### config.mk
export PLATFORM = sky130hd
export DESIGN_NAME = text_line_formatter_flat
export DESIGN_NICKNAME = d
export VERILOG_FILES = /design/src/rtl/tlf_pkg.sv /design/src/rtl/tlf_stream_if.sv /design/src/rtl/tlf_front.sv /design/src/rtl/tlf_fifo.sv /design/src/rtl/tlf_back.sv /design/src/rtl/text_line_formatter.sv /design/src/flat_wrapper.sv
export VERILOG_INCLUDE_DIRS = /design/src /design/src/rtl
export SDC_FILE = /design/constraint.sdc
export NUM_CORES = 1
export LEC_CHECK = 0
export BUFFER_PORTS_ARGS = -buffer_cell sky130_fd_sc_hd__buf_2
export CAP_MARGIN = 20
export CORE_MARGIN = 5
export CORE_UTILIZATION = 41
export DETAILED_ROUTE_END_ITERATION = 8
export PLACE_DENSITY = 0.56
export SYNTH_ARGS = -nofsm -noshare
export SYNTH_HDL_FRONTEND = slang
export SYNTH_SLANG_ARGS = --single-unit
### constraint.sdc
create_clock -name clk -period 4.8 [get_ports clk]
set_clock_uncertainty 0.2 [all_clocks]
set_input_delay 0.48 -clock clk [delete_from_list [all_inputs] [get_ports clk]]
set_output_delay 0.48 -clock clk [all_outputs]
set_load 0.03 [all_outputs]
### src/rtl/text_line_formatter_macros.svh
// Assertion macros shared by the formatter RTL.
// No dependencies; included by files that carry concurrent checks.
`ifndef TEXT_LINE_FORMATTER_MACROS_SVH
`define TEXT_LINE_FORMATTER_MACROS_SVH

// Same-cycle implication, disabled during reset.
`define TLF_ASSERT_IMPL(label, clk, rst_n, ante, cons, msg) \
    label: assert property (@(posedge clk) disable iff (!rst_n) (ante) |-> (cons)) \
        else $error(msg);

// Next-cycle implication, disabled during reset.
`define TLF_ASSERT_NEXT(label, clk, rst_n, ante, cons, msg) \
    label: assert property (@(posedge clk) disable iff (!rst_n) (ante) |=> (cons)) \
        else $error(msg);

`endif

### src/rtl/tlf_pkg.sv
// Shared types and constants for the text line formatter.
// No dependencies; used by the front, queue, back-end and top-level RTL files.
package tlf_pkg;

    localparam int DEF_NUMBER_DIGITS = 6;
    localparam int DEF_QUEUE_DEPTH   = 2;
    localparam int MODE_W            = 6;

    // mode_flags bit positions
    localparam int FLAG_NONBLANK = 0;
    localparam int FLAG_ENDS     = 1;
    localparam int FLAG_ALL      = 2;
    localparam int FLAG_SQUEEZE  = 3;
    localparam int FLAG_TABS     = 4;
    localparam int FLAG_NONPRINT = 5;

    localparam logic [7:0] CH_TAB       = 8'h09;
    localparam logic [7:0] CH_LF        = 8'h0A;
    localparam logic [7:0] CH_SPACE     = 8'h20;
    localparam logic [7:0] CH_DOLLAR    = 8'h24;
    localparam logic [7:0] CH_DASH      = 8'h2D;
    localparam logic [7:0] CH_ZERO      = 8'h30;
    localparam logic [7:0] CH_QMARK     = 8'h3F;
    localparam logic [7:0] CH_I         = 8'h49;
    localparam logic [7:0] CH_M         = 8'h4D;
    localparam logic [7:0] CH_CARET     = 8'h5E;
    localparam logic [7:0] CTRL_MAX     = 8'h1F;
    localparam logic [7:0] CH_DEL       = 8'h7F;
    localparam logic [7:0] META_LO      = 8'h80;
    localparam logic [7:0] META_HI      = 8'h9F;
    localparam logic [7:0] CARET_OFFSET = 8'h40;

    // length of the character expansion
    typedef enum logic [1:0] {
        EXP_ONE,
        EXP_TWO,
        EXP_FOUR
    } exp_len_t;

    // one decoded item as handed from front to back
    typedef struct packed {
        logic       number_en;
        exp_len_t   len;
        logic [7:0] first;
        logic [7:0] last;
    } cmd_t;

    typedef enum logic [1:0] {
        BK_START,
        BK_NUM,
        BK_CHR
    } back_state_t;

endpackage

### src/rtl/tlf_stream_if.sv
// Valid/ready channel interfaces for the formatter input and output items.
// No dependencies.
interface tlf_in_if;
    logic       valid;
    logic       ready;
    logic [7:0] data_byte;
    logic       end_of_file;

    modport source (output valid, output data_byte, output end_of_file, input ready);
    modport sink   (input valid, input data_byte, input end_of_file, output ready);
endinterface

interface tlf_out_if;
    logic       valid;
    logic       ready;
    logic [7:0] out_byte;
    logic       last_of_run;

    modport source (output valid, output out_byte, output last_of_run, input ready);
    modport sink   (input valid, input out_byte, input last_of_run, output ready);
endinterface

### src/rtl/tlf_front.sv
// Front end: accepts input items, tracks line state and the BCD line count,
// and decodes each item into a command for the back end. Uses tlf_pkg.
module tlf_front #(
    parameter int NUMBER_DIGITS = tlf_pkg::DEF_NUMBER_DIGITS
) (
    input  logic                          clk,
    input  logic                          rst_n,
    input  logic [tlf_pkg::MODE_W-1:0]    mode_flags,
    tlf_in_if.sink                        src,
    input  logic                          q_full,
    output logic                          push_valid,
    output tlf_pkg::cmd_t                 push_cmd,
    output logic [4*NUMBER_DIGITS-1:0]    push_digits
);
    import tlf_pkg::*;

    localparam int ND = NUMBER_DIGITS;

    logic [4*ND-1:0] bcd_reg, bcd_next, bcd_inc;
    logic            line_start_reg, line_start_next;
    logic            prev_blank_reg, prev_blank_next;

    logic            accept, emit, number_en;
    logic            nb, all_lines, np;
    logic [7:0]      c;
    cmd_t            cmd;

    assign src.ready = !q_full;
    assign accept    = src.valid && src.ready;
    assign c         = src.data_byte;

    // BCD increment, ripple carry over the digits
    always_comb
    begin
        logic       carry;
        logic [3:0] d;
        carry   = 1'b1;
        bcd_inc = bcd_reg;
        for (int i = 0; i < ND; i++)
        begin
            d = bcd_reg[4*i +: 4];
            if (carry)
            begin
                if (d == 4'd9)
                begin
                    bcd_inc[4*i +: 4] = 4'd0;
                end
                else
                begin
                    bcd_inc[4*i +: 4] = d + 4'd1;
                    carry = 1'b0;
                end
            end
        end
    end

    always_comb
    begin
        nb        = mode_flags[FLAG_NONBLANK];
        all_lines = mode_flags[FLAG_ALL] && !nb;
        np        = mode_flags[FLAG_NONPRINT];

        emit            = 1'b1;
        number_en       = 1'b0;
        line_start_next = line_start_reg;
        prev_blank_next = prev_blank_reg;

        if (line_start_reg)
        begin
            if (c == CH_LF)
            begin
                emit            = !(mode_flags[FLAG_SQUEEZE] && prev_blank_reg);
                number_en       = all_lines;
                prev_blank_next = 1'b1;
            end
            else
            begin
                number_en       = nb || all_lines;
                line_start_next = 1'b0;
                prev_blank_next = 1'b0;
            end
        end
        else if (c == CH_LF)
        begin
            line_start_next = 1'b1;
        end

        bcd_next = (number_en && emit) ? bcd_inc : bcd_reg;

        if (src.end_of_file)
        begin
            bcd_next        = '0;
            line_start_next = 1'b1;
            prev_blank_next = 1'b0;
        end

        // character expansion
        cmd.number_en = number_en;
        cmd.len       = EXP_ONE;
        cmd.first     = CH_CARET;
        cmd.last      = c;
        if (c == CH_LF && mode_flags[FLAG_ENDS])
        begin
            cmd.len   = EXP_TWO;
            cmd.first = CH_DOLLAR;
        end
        else if (c == CH_TAB && mode_flags[FLAG_TABS])
        begin
            cmd.len  = EXP_TWO;
            cmd.last = CH_I;
        end
        else if (np && c <= CTRL_MAX && c != CH_LF && c != CH_TAB)
        begin
            cmd.len  = EXP_TWO;
            cmd.last = c + CARET_OFFSET;
        end
        else if (np && c == CH_DEL)
        begin
            cmd.len  = EXP_TWO;
            cmd.last = CH_QMARK;
        end
        else if (np && (c inside {[META_LO:META_HI]}))
        begin
            cmd.len  = EXP_FOUR;
            cmd.last = c - CARET_OFFSET;
        end
    end

    assign push_valid  = accept && emit;
    assign push_cmd    = cmd;
    assign push_digits = bcd_inc;

    always_ff @(posedge clk or negedge rst_n)
    begin
        if (!rst_n)
        begin
            bcd_reg        <= '0;
            line_start_reg <= 1'b1;
            prev_blank_reg <= 1'b0;
        end
        else if (accept)
        begin
            bcd_reg        <= bcd_next;
            line_start_reg <= line_start_next;
            prev_blank_reg <= prev_blank_next;
        end
    end

endmodule

### src/rtl/tlf_fifo.sv
// Short command queue between front and back ends.
// Register-based storage; uses tlf_pkg for the default depth.
module tlf_fifo #(
    parameter int WIDTH = 8,
    parameter int DEPTH = tlf_pkg::DEF_QUEUE_DEPTH
) (
    input  logic             clk,
    input  logic             rst_n,
    input  logic             push,
    input  logic [WIDTH-1:0] wr_data,
    output logic             full,
    input  logic             pop,
    output logic             rd_valid,
    output logic [WIDTH-1:0] rd_data
);
    import tlf_pkg::*;

    localparam int PTR_W = (DEPTH > 1) ? $clog2(DEPTH) : 1;
    localparam int CNT_W = $clog2(DEPTH + 1);

    logic [WIDTH-1:0] mem [DEPTH];
    logic [PTR_W-1:0] wr_ptr_reg, rd_ptr_reg;
    logic [CNT_W-1:0] count_reg;
    logic             do_push, do_pop;

    assign full     = (count_reg == CNT_W'(DEPTH));
    assign rd_valid = (count_reg != '0);
    assign rd_data  = mem[rd_ptr_reg];
    assign do_push  = push && !full;
    assign do_pop   = pop && rd_valid;

    function automatic logic [PTR_W-1:0] ptr_inc(input logic [PTR_W-1:0] p);
        return (p == PTR_W'(DEPTH - 1)) ? '0 : p + PTR_W'(1);
    endfunction

    always_ff @(posedge clk)
    begin
        if (do_push)
        begin
            mem[wr_ptr_reg] <= wr_data;
        end
    end

    always_ff @(posedge clk or negedge rst_n)
    begin
        if (!rst_n)
        begin
            wr_ptr_reg <= '0;
            rd_ptr_reg <= '0;
            count_reg  <= '0;
        end
        else
        begin
            if (do_push)
            begin
                wr_ptr_reg <= ptr_inc(wr_ptr_reg);
            end
            if (do_pop)
            begin
                rd_ptr_reg <= ptr_inc(rd_ptr_reg);
            end
            if (do_push && !do_pop)
            begin
                count_reg <= count_reg + CNT_W'(1);
            end
            else if (do_pop && !do_push)
            begin
                count_reg <= count_reg - CNT_W'(1);
            end
        end
    end

endmodule

### src/rtl/tlf_back.sv
// Back end: walks the queue head command one output byte per cycle, while the output is not
// stalled (line number, tab, then the character expansion), into an output register.
// Uses tlf_pkg and text_line_formatter_macros.svh.
`include "text_line_formatter_macros.svh"

module tlf_back #(
    parameter int NUMBER_DIGITS = tlf_pkg::DEF_NUMBER_DIGITS
) (
    input  logic                       clk,
    input  logic                       rst_n,
    input  logic                       head_valid,
    input  tlf_pkg::cmd_t              head_cmd,
    input  logic [4*NUMBER_DIGITS-1:0] head_digits,
    output logic                       pop,
    tlf_out_if.source                  dst
);
    import tlf_pkg::*;

    localparam int ND    = NUMBER_DIGITS;
    localparam int IDX_W = ($clog2(ND + 1) > 2) ? $clog2(ND + 1) : 2;

    back_state_t      state_reg, state_next;
    logic [IDX_W-1:0] idx_reg, idx_next;
    logic             out_valid_reg;
    logic [7:0]       out_byte_reg;
    logic             out_last_reg;

    logic             advance, cur_num, fin;
    logic [IDX_W-1:0] cur_idx;
    logic [7:0]       byte_val;
    logic [7:0]       num_chars [ND];

    assign advance = head_valid && (!out_valid_reg || dst.ready);

    // number text, most significant digit first, leading zeros as spaces
    always_comb
    begin
        logic       lead;
        logic [3:0] d;
        lead = 1'b1;
        for (int j = 0; j < ND; j++)
        begin
            d    = head_digits[4*(ND-1-j) +: 4];
            lead = lead && (d == 4'd0);
            num_chars[j] = (lead && j != ND - 1) ? CH_SPACE : (CH_ZERO + {4'd0, d});
        end
    end

    always_comb
    begin
        cur_num  = (state_reg == BK_NUM) || (state_reg == BK_START && head_cmd.number_en);
        cur_idx  = (state_reg == BK_START) ? '0 : idx_reg;
        byte_val = head_cmd.last;
        fin      = 1'b1;

        if (cur_num)
        begin
            byte_val = CH_TAB;
            fin      = 1'b0;
            for (int j = 0; j < ND; j++)
            begin
                if (cur_idx == IDX_W'(j))
                begin
                    byte_val = num_chars[j];
                end
            end
        end
        else
        begin
            case (head_cmd.len)
                EXP_ONE:
                begin
                    byte_val = head_cmd.last;
                    fin      = 1'b1;
                end
                EXP_TWO:
                begin
                    byte_val = (cur_idx == '0) ? head_cmd.first : head_cmd.last;
                    fin      = (cur_idx == IDX_W'(1));
                end
                EXP_FOUR:
                begin
                    fin = (cur_idx == IDX_W'(3));
                    if (cur_idx == '0)
                    begin
                        byte_val = CH_M;
                    end
                    else if (cur_idx == IDX_W'(1))
                    begin
                        byte_val = CH_DASH;
                    end
                    else if (cur_idx == IDX_W'(2))
                    begin
                        byte_val = CH_CARET;
                    end
                    else
                    begin
                        byte_val = head_cmd.last;
                    end
                end
                default:
                begin
                    byte_val = head_cmd.last;
                    fin      = 1'b1;
                end
            endcase
        end

        state_next = state_reg;
        idx_next   = idx_reg;
        pop        = 1'b0;
        if (advance)
        begin
            if (cur_num)
            begin
                if (cur_idx == IDX_W'(ND))
                begin
                    state_next = BK_CHR;
                    idx_next   = '0;
                end
                else
                begin
                    state_next = BK_NUM;
                    idx_next   = cur_idx + IDX_W'(1);
                end
            end
            else if (fin)
            begin
                state_next = BK_START;
                idx_next   = '0;
                pop        = 1'b1;
            end
            else
            begin
                state_next = BK_CHR;
                idx_next   = cur_idx + IDX_W'(1);
            end
        end
    end

    always_ff @(posedge clk or negedge rst_n)
    begin
        if (!rst_n)
        begin
            state_reg     <= BK_START;
            idx_reg       <= '0;
            out_valid_reg <= 1'b0;
        end
        else
        begin
            state_reg <= state_next;
            idx_reg   <= idx_next;
            if (advance)
            begin
                out_valid_reg <= 1'b1;
            end
            else if (dst.ready)
            begin
                out_valid_reg <= 1'b0;
            end
        end
    end

    always_ff @(posedge clk)
    begin
        if (advance)
        begin
            out_byte_reg <= byte_val;
            out_last_reg <= !cur_num && fin;
        end
    end

    assign dst.valid       = out_valid_reg;
    assign dst.out_byte    = out_byte_reg;
    assign dst.last_of_run = out_last_reg;

    `TLF_ASSERT_IMPL(a_busy_has_head, clk, rst_n, state_reg != BK_START, head_valid, "command left queue mid-run")
    `TLF_ASSERT_IMPL(a_num_idx_range, clk, rst_n, state_reg == BK_NUM, idx_reg <= IDX_W'(ND), "number index out of range")
    `TLF_ASSERT_NEXT(a_pop_restarts, clk, rst_n, pop, state_reg == BK_START, "no restart after command end")
    `TLF_ASSERT_NEXT(a_adv_loads_out, clk, rst_n, advance, out_valid_reg, "issued byte not held in output")

endmodule

### src/rtl/text_line_formatter.sv
// An accepted item is written into the queue, then its first byte is loaded into the output register.
// Throughput: one item per cycle while each item yields at most one byte and output is not stalled;
// an item with k bytes (up to NUMBER_DIGITS+5) holds the back-end sequencer until all k are out,
// and input stalls once the queue fills.
// Reset (rst_n, async, active low): mode flags 0, line count 0, at line start, queue and output empty.
// Top level of the text line formatter: front decoder, command queue, back-end byte sequencer.
module text_line_formatter #(
    parameter int NUMBER_DIGITS = tlf_pkg::DEF_NUMBER_DIGITS,
    parameter int QUEUE_DEPTH   = tlf_pkg::DEF_QUEUE_DEPTH
) (
    input  logic                       clk,
    input  logic                       rst_n,
    input  logic                       cfg_wr_en,
    input  logic [tlf_pkg::MODE_W-1:0] cfg_wr_data,
    tlf_in_if.sink                     text_in,
    tlf_out_if.source                  text_out
);
    import tlf_pkg::*;

    localparam int DIG_W = 4 * NUMBER_DIGITS;
    localparam int CMD_W = $bits(cmd_t);
    localparam int Q_W   = DIG_W + CMD_W;

    // mode register; to be written only while the block is idle (the user's duty, not enforced here)
    logic [MODE_W-1:0] mode_flags_reg;

    always_ff @(posedge clk or negedge rst_n)
    begin
        if (!rst_n)
        begin
            mode_flags_reg <= '0;
        end
        else if (cfg_wr_en)
        begin
            mode_flags_reg <= cfg_wr_data;
        end
    end

    // front -> queue
    logic             push_valid, q_full;
    cmd_t             push_cmd;
    logic [DIG_W-1:0] push_digits;

    // queue -> back
    logic             head_valid, pop;
    logic [Q_W-1:0]   head_data;
    cmd_t             head_cmd;
    logic [DIG_W-1:0] head_digits;

    // Front: line state, squeeze decision, BCD count and expansion decode.
    tlf_front #(
        .NUMBER_DIGITS (NUMBER_DIGITS)
    ) u_front (
        .clk         (clk),
        .rst_n       (rst_n),
        .mode_flags  (mode_flags_reg),
        .src         (text_in),
        .q_full      (q_full),
        .push_valid  (push_valid),
        .push_cmd    (push_cmd),
        .push_digits (push_digits)
    );

    // Queue decouples front acceptance from the multi-byte back-end runs.
    tlf_fifo #(
        .WIDTH (Q_W),
        .DEPTH (QUEUE_DEPTH)
    ) u_fifo (
        .clk      (clk),
        .rst_n    (rst_n),
        .push     (push_valid),
        .wr_data  ({push_digits, push_cmd}),
        .full     (q_full),
        .pop      (pop),
        .rd_valid (head_valid),
        .rd_data  (head_data)
    );

    assign head_cmd    = cmd_t'(head_data[CMD_W-1:0]);
    assign head_digits = head_data[Q_W-1:CMD_W];

    // Back: one output byte per cycle into the output register while the output is not stalled.
    tlf_back #(
        .NUMBER_DIGITS (NUMBER_DIGITS)
    ) u_back (
        .clk         (clk),
        .rst_n       (rst_n),
        .head_valid  (head_valid),
        .head_cmd    (head_cmd),
        .head_digits (head_digits),
        .pop         (pop),
        .dst         (text_out)
    );

endmodule

### src/flat_wrapper.sv
// flat-port wrapper written by rule: the top's interface ports become plain ports
module text_line_formatter_flat import tlf_pkg::*;
#(
    parameter int NUMBER_DIGITS = tlf_pkg::DEF_NUMBER_DIGITS,
    parameter int QUEUE_DEPTH   = tlf_pkg::DEF_QUEUE_DEPTH
)
  (clk, rst_n, cfg_wr_en, cfg_wr_data, text_in_valid, text_in_data_byte, text_in_end_of_file, text_in_ready, text_out_valid, text_out_out_byte, text_out_last_of_run, text_out_ready);
  tlf_in_if text_in_i ();
  tlf_out_if text_out_i ();
  input  logic clk;
  input  logic rst_n;
  input  logic cfg_wr_en;
  input  logic [tlf_pkg::MODE_W-1:0] cfg_wr_data;
  input wire logic [$bits(text_in_i.valid)-1:0] text_in_valid;
  input wire logic [$bits(text_in_i.data_byte)-1:0] text_in_data_byte;
  input wire logic [$bits(text_in_i.end_of_file)-1:0] text_in_end_of_file;
  output wire logic [$bits(text_in_i.ready)-1:0] text_in_ready;
  output wire logic [$bits(text_out_i.valid)-1:0] text_out_valid;
  output wire logic [$bits(text_out_i.out_byte)-1:0] text_out_out_byte;
  output wire logic [$bits(text_out_i.last_of_run)-1:0] text_out_last_of_run;
  input wire logic [$bits(text_out_i.ready)-1:0] text_out_ready;
  assign text_in_i.valid = text_in_valid;
  assign text_in_i.data_byte = text_in_data_byte;
  assign text_in_i.end_of_file = text_in_end_of_file;
  assign text_in_ready = text_in_i.ready;
  assign text_out_valid = text_out_i.valid;
  assign text_out_out_byte = text_out_i.out_byte;
  assign text_out_last_of_run = text_out_i.last_of_run;
  assign text_out_i.ready = text_out_ready;
  text_line_formatter #(.NUMBER_DIGITS(NUMBER_DIGITS), .QUEUE_DEPTH(QUEUE_DEPTH)) u_core (.clk(clk), .rst_n(rst_n), .cfg_wr_en(cfg_wr_en), .cfg_wr_data(cfg_wr_data), .text_in(text_in_i), .text_out(text_out_i));
endmodule
; Yosys cells after proc, flatten, opt, wreduce, memory -nomap -nowiden
; Memory sizes are Yosys's and may differ from the RTL's.
; Cells that the tools add are included.
; Widths: inputs -> output; s select.
[word_totals]
reg_bits = 51
latch_bits = 0
mem_bits_rw = 84
rom_bits = 0
input_bits = 20
out_inout_bits = 11
wordCells = 182
mem_count = 1
[memory_table]
columns = name, depth, width, rd, rd_ports_with_merged_regs, wr, line_no
row1 = u_core.u_fifo.mem, 2, 42, 1, 0, 1, tlf_fifo.sv:21  ; logic [WIDTH-1:0] mem [DEPTH];
[classes]
addsub = 19
mul = 0
div_mod_pow = 0
order_cmp = 3
n_eq_ne = 21
shift = 0
mux = 78
n_bitwise = 0
reduce_logical = 48
[ops]
columns = cell, n
row1 = $mux 8, 15
row2 = $mux 7, 7
row3 = $mux 24, 2
row4 = $mux 4, 11
row5 = $add 6x4->7 const A, 6
row6 = $mux 1, 27
row7 = $add 4x1->4 const B, 6
row8 = $eq 4x4->1 const B, 6
row9 = $logic_and 1x1->1, 24
row10 = $logic_not 4->1, 5
row11 = $mux 2, 10
row12 = $eq 8x4->1 const B, 2
row13 = $ne 8x4->1 const B, 2
row14 = $pmux 8 s2, 1
row15 = $mux 3, 4
row16 = $reduce_bool 2->1, 5
row17 = $eq 3x3->1 const B, 3
row18 = $add 8x7->8 const B, 1
row19 = $eq 8x7->1 const B, 1
row20 = $ge 8x8->1 const B, 1
row21 = $le 8x5->1 const B, 1
row22 = $le 8x8->1 const B, 1
row23 = $sub 8x7->8 const B, 1
row24 = $logic_not 1->1, 7
row25 = other kinds (13), 20

; Depth between registers and ports, before layout
[logic_depth]
word_depth = 12
mapped_depth = 15
ltp_nobuf = 12

; Cells and area by module
; Synthesis repeated with hierarchy kept, for this count alone.
[hier_totals]
hier_cells = 603
area_unflattened_um2 = 7365.8
[by_module_without_submodules]
columns = module, n_inst, cells_per_inst, area_per_inst_um2, seq_area_each_um2
row1 = tlf_fifo, 1, 153, 3504.6, 2682.6
row2 = tlf_front, 1, 259, 2187.1, 651.9
row3 = tlf_back, 1, 178, 1422.6, 420.4
row4 = text_line_formatter, 1, 13, 251.5, 150.1

; Worst setup path before layout
; OpenSTA, ideal clock, no wires.
[synth_path]
path_type = input to register
from = input port text_in_data_byte[6]
to = memory u_core.u_fifo.mem[0][0] in the netlist's numbering, enable pin
setup_time_ns = 0.436
t_arrival_ns = 3.203
required_ns = 4.164
path_slack_ns = 0.961
cell_stages = 6
path_buffers = 0
cell_sequence = inv_1 > ha_1 > and2_1 > and3_1 > a41oi_1 > nor2b_1
[synth_between]
elab_chain_cells = 7
[synth_rtl]
columns = item, line_no
row1 = from (decl), flat_wrapper.sv:15  ; input wire logic [$bits(text_in_i.data_byte)-1:0] text_in_data_byte;
row2 = $eq 8x4->1, tlf_front.sv:70  ; if (c == CH_LF)
row3 = $mux 1, tlf_front.sv:70
row4 = $mux 1, tlf_front.sv:68  ; if (line_start_reg)
row5 = $logic_and 1x1->1, tlf_front.sv:129  ; assign push_valid = accept && emit;
row6 = $logic_and 1x1->1, tlf_fifo.sv:29  ; assign do_push = push && !full;
row7 = net u_core.u_fifo.do_push, tlf_fifo.sv:24  ; logic do_push, do_pop;
row8 = $mux 1, tlf_fifo.sv:38  ; if (do_push)
row9 = $mux 1 (implied by the code), tlf_fifo.sv:40  ; mem[wr_ptr_reg] <= wr_data;
row10 = to (decl), tlf_fifo.sv:21
; The timed path passes the listed nets, and every way through them passes these cells.

; Worst setup path in the final report
[layout_path]
from = register u_core.u_back.state_reg[1]
to = register u_core.u_fifo.count_reg[1]
[layout_between]
elab_chain_cells = 12
word_cells_on_any_way = 18
cone_classes = eq/ne: 3 / mux: 7 / reduce/logical: 8
[layout_rtl]
columns = item, line_no
row1 = from (decl), tlf_back.sv:22  ; back_state_t state_reg, state_next;
row2 = from (signal assigned), tlf_back.sv:151  ; state_reg <= state_next;
row3 = $logic_not 2->1, "tlf_back.sv:51, tlf_back.sv:52"
row4 = $mux 3, tlf_back.sv:52  ; cur_idx = (state_reg == BK_START) ? '0 : idx_reg;
row5 = $eq 3x2->1 or $eq 3x1->1 (tied branches), "tlf_back.sv:83, tlf_back.sv:79"
row6 = $pmux 1 s2, tlf_back.sv:70  ; case (head_cmd.len)
row7 = $mux 1, tlf_back.sv:56  ; if (cur_num)
row8 = $mux 1, tlf_back.sv:127  ; else if (fin)
row9 = $mux 1 (*), tlf_back.sv:114  ; if (cur_num)
row10 = $mux 1 (*), tlf_back.sv:112  ; if (advance)
row11 = $logic_and 1x1->1 (*), tlf_fifo.sv:30  ; assign do_pop = pop && rd_valid;
row12 = $logic_not 1->1, tlf_fifo.sv:62  ; if (do_push && !do_pop)
row13 = $logic_and 1x1->1, tlf_fifo.sv:62
row14 = $mux 2 or $reduce_bool 2->1 (tied branches), --
row15 = to (signal assigned), tlf_fifo.sv:64  ; count_reg <= count_reg + CNT_W'(1);
row16 = to (signal assigned), tlf_fifo.sv:68  ; count_reg <= count_reg - CNT_W'(1);
row17 = to (decl), tlf_fifo.sv:23  ; logic [CNT_W-1:0] count_reg;
; Every way passes the cells marked *; elsewhere a longest branch is shown, timed or not.
; A chain may end at the register's enable or synchronous reset.

==> flow_summary.yaml <==
logic_synthesis:
  synthTopCellsByArea: "edfxtp_1 39%, dfrtp_1 16%, mux2i_1 4.5%"
  syn_inst: 556
  async_flop_share: 0.336
  synth_top_cells_by_count: "83 x edfxtp_1, 50 x nand2_1, 41 x dfrtp_1"
  synth.top_cell.area_share: 0.387
  avgSynthCellArea_um2: 11.6
  synth_seq_area_share: 0.551
  yosysMostFrequentCell: "edfxtp_1"
  synth_fp_nets: 589
  yosysWarnings: 0
  synth_top_cell_by_area: "edfxtp_1"
  synth_cell_types: 70
  synth_top_flop_cell: "edfxtp_1"
  syn_area_um2: 6430
  synth_enable_flop_cells: 83
  synth.ff_latch_count: 125
power_and_ir_drop:
  power_density_nw_per_um2: 598
  vdd.ir_drop.worst_v: 0.000289
  leakage_nw: 2.84
setup_path:
  endpoint_kind: "flop"
  path_max_fanout: 17
  r2r_setup_slack_ns: 1.64
  rr_startpoint: "u_core.u_back.state_reg[1]"
  crit_path_end: "u_core.u_fifo.count_reg[1]"
  crit_required_ns: 4.93
  critical_path.startpoint: "u_core.u_back.state_reg[1]"
  reg2regPathDepth: 10
  cp-start-kind: "flop"
  critPathArrivalTime_ns: 3.29
  setup.worst_path.class: "flop to flop"
  reg2reg_to: "u_core.u_fifo.count_reg[1]"
routing:
  ant_nets: 0
  route.detailed.drc: 0
  wl_per_cell_um: 18.5
  dr.pass1.iters: 5
  postRouteWirelength_um: 14900
  drtIter0Drc: 451
  vias: 4509
  via_per_inst: 5.61
global_route:
  grt_max_degree: 43
  grt.busiest_layer: "met2"
  gr-total-overflow: 0
  antenna_found_initial: 0
  grt_util_met3: 0.0397
  grt_pass1_wl_um: 24600
  track_usage: 0.171
  use_met1: 0.253
  grt_pass1_vias: 4506
  met2_usage: 0.257
clocking:
  postCtsSetupBuffers: 0
  clk_latency_ns: 0.41
  clkTransAtPathRegs_ns: 0.05
  hold_buffers: 0
  cts_sinks: 125
  cts_tree: "done"
  clk_path_buf_depth: 2
  cts_max_level: 4
  cts_root_buffer: "clkbuf_16"
  cts_buffers: 17
  cts-resized-gates: 0
place:
  preCtsSetupSlack_ns: 1.41
  port_buffers: 30
  hpwlAfterDp_um: 10500
  placed_area_um2: 6760
  gp_congestion: 0.885
  dp_cells: 769
sta:
  final-hold-violation-count: 0
  finalSetupTns_ns: 0
  tightest_slew_ns: 0.991
  finalCritPeriodShare: 0.658
  finalSetupViolations: 0
  fmax_ghz: 0.316
  slew_violations: 0
  slew-limit-headroom: 0.322
  setup_slack_ns: 1.64
  rsz0062_at_grt: "no"
  period_needed_ns: 3.16
die:
  num_io_pins: 31
  dieArea_um2: 18300
  core_um2: 15300
  die_y_um: 135
  initial_core_util: 0.420
  fp-row-count: 45
  die_w_um: 135
hold_path:
  min_path_type: "input port to flop"
final_layout:
  post_route_cells_drive_above_1_share: 0.167
  fin_nets: 613
  final_area_um2: 7430
  diodes: 0
  area_growth_pct: 15.4
  largest_register_ffs: 74
  utilization: 0.485
  finalNonFillerCells: 804
run:
  maxCapViolations: 0
status:
  status: "finished clean"
## power breakdown
group          switching (mW)  internal (mW)
clock network           0.446          0.870
registers               0.159           1.49
logic                   0.928          0.547
## worst min path at each step
stage | cells past startpoint | from | slack, ns | endpoint
floorplan | 0 | rst_n | -0.02 | u_core.mode_flags_reg[0]
global placement | 2 | u_core.u_back.idx_reg[0] | 0.27 | u_core.u_back.idx_reg[0]
detailed placement | 2 | u_core.u_front.line_start_reg | 0.28 | u_core.u_front.line_start_reg
CTS | 2 | cfg_wr_data[2] | 0.08 | u_core.mode_flags_reg[2]
global route | 2 | cfg_wr_data[2] | 0.09 | u_core.mode_flags_reg[2]
finish | 2 | cfg_wr_data[2] | 0.10 | u_core.mode_flags_reg[2]
## per-stage QoR
stage | hold slack [ns] | total power [mW]
detailed placement | 0.284 | 3.12
global route | 0.0883 | 4.69
floorplan | -0.0156 | 2.70
CTS | 0.0774 | 4.45
finish | 0.100 | 4.44
global placement | 0.270 | 3.09
## metal layers
layer,routed length [um],part of all wire
met5,0,0
met2,6610,0.44
met3,503,0.034
met1,7650,0.51
met4,125,0.0084
## cell type report
type,instances,area [um^2]
fillers,1388,7890
flip-flops and latches,125,3550
multi-input cells,376,2680
clock buffers,25,495
well taps,211,264
repair buffers,37,241
clock inverters,7,113
inverters,23,86.3
## cell usage in the layout (no fill, tap or decap), types with 5 or more instances in the layout
cell type	instances
a21o_1	7
a21oi_1	17
a22o_1	15
a31oi_1	5
buf_2	30
clkbuf_16	17
dfrtp_1	40
edfxtp_1	83
ha_1	13
inv_1	21
mux2_2	17
mux2i_1	29
nand2_1	50
nand2b_1	5
nand3_1	18
nand3b_1	5
nor2_1	23
nor2b_1	9
nor3_1	10
nor4_1	12
o21ai_0	27
o21ai_1	5
o31ai_1	6
xnor2_1	12
## cells by family (layout without fill, tap and decap cells)
| kind of cell | Yosys count | after routing | share of synthesized area |
|---|---|---|---|
| AOI/OAI and AO/OA | 134 | 134 | 0.149 |
| muxes | 47 | 47 | 0.0784 |
| buffers and inverters | 55 | 92 | 0.0335 |
| DFF | 125 | 125 | 0.551 |
| and+or+nand+nor | 166 | 166 | 0.141 |
| adders and majority gates | 13 | 13 | 0.0253 |
| xor gates and xnor gates | 16 | 16 | 0.0218 |
## worst max-delay path: stages (launching register included)
cell     delay [ns]
dfrtp_1        0.46
o21a_1         0.56
inv_2          0.19
ha_1           0.37
a21o_1         0.20
a31oi_1        0.18
nor2_1         0.11
nand2_1        0.19
ha_1           0.30
nor2_1         0.16
xor2_1         0.15
No activity file was read; power rests on OpenSTA's default activity.
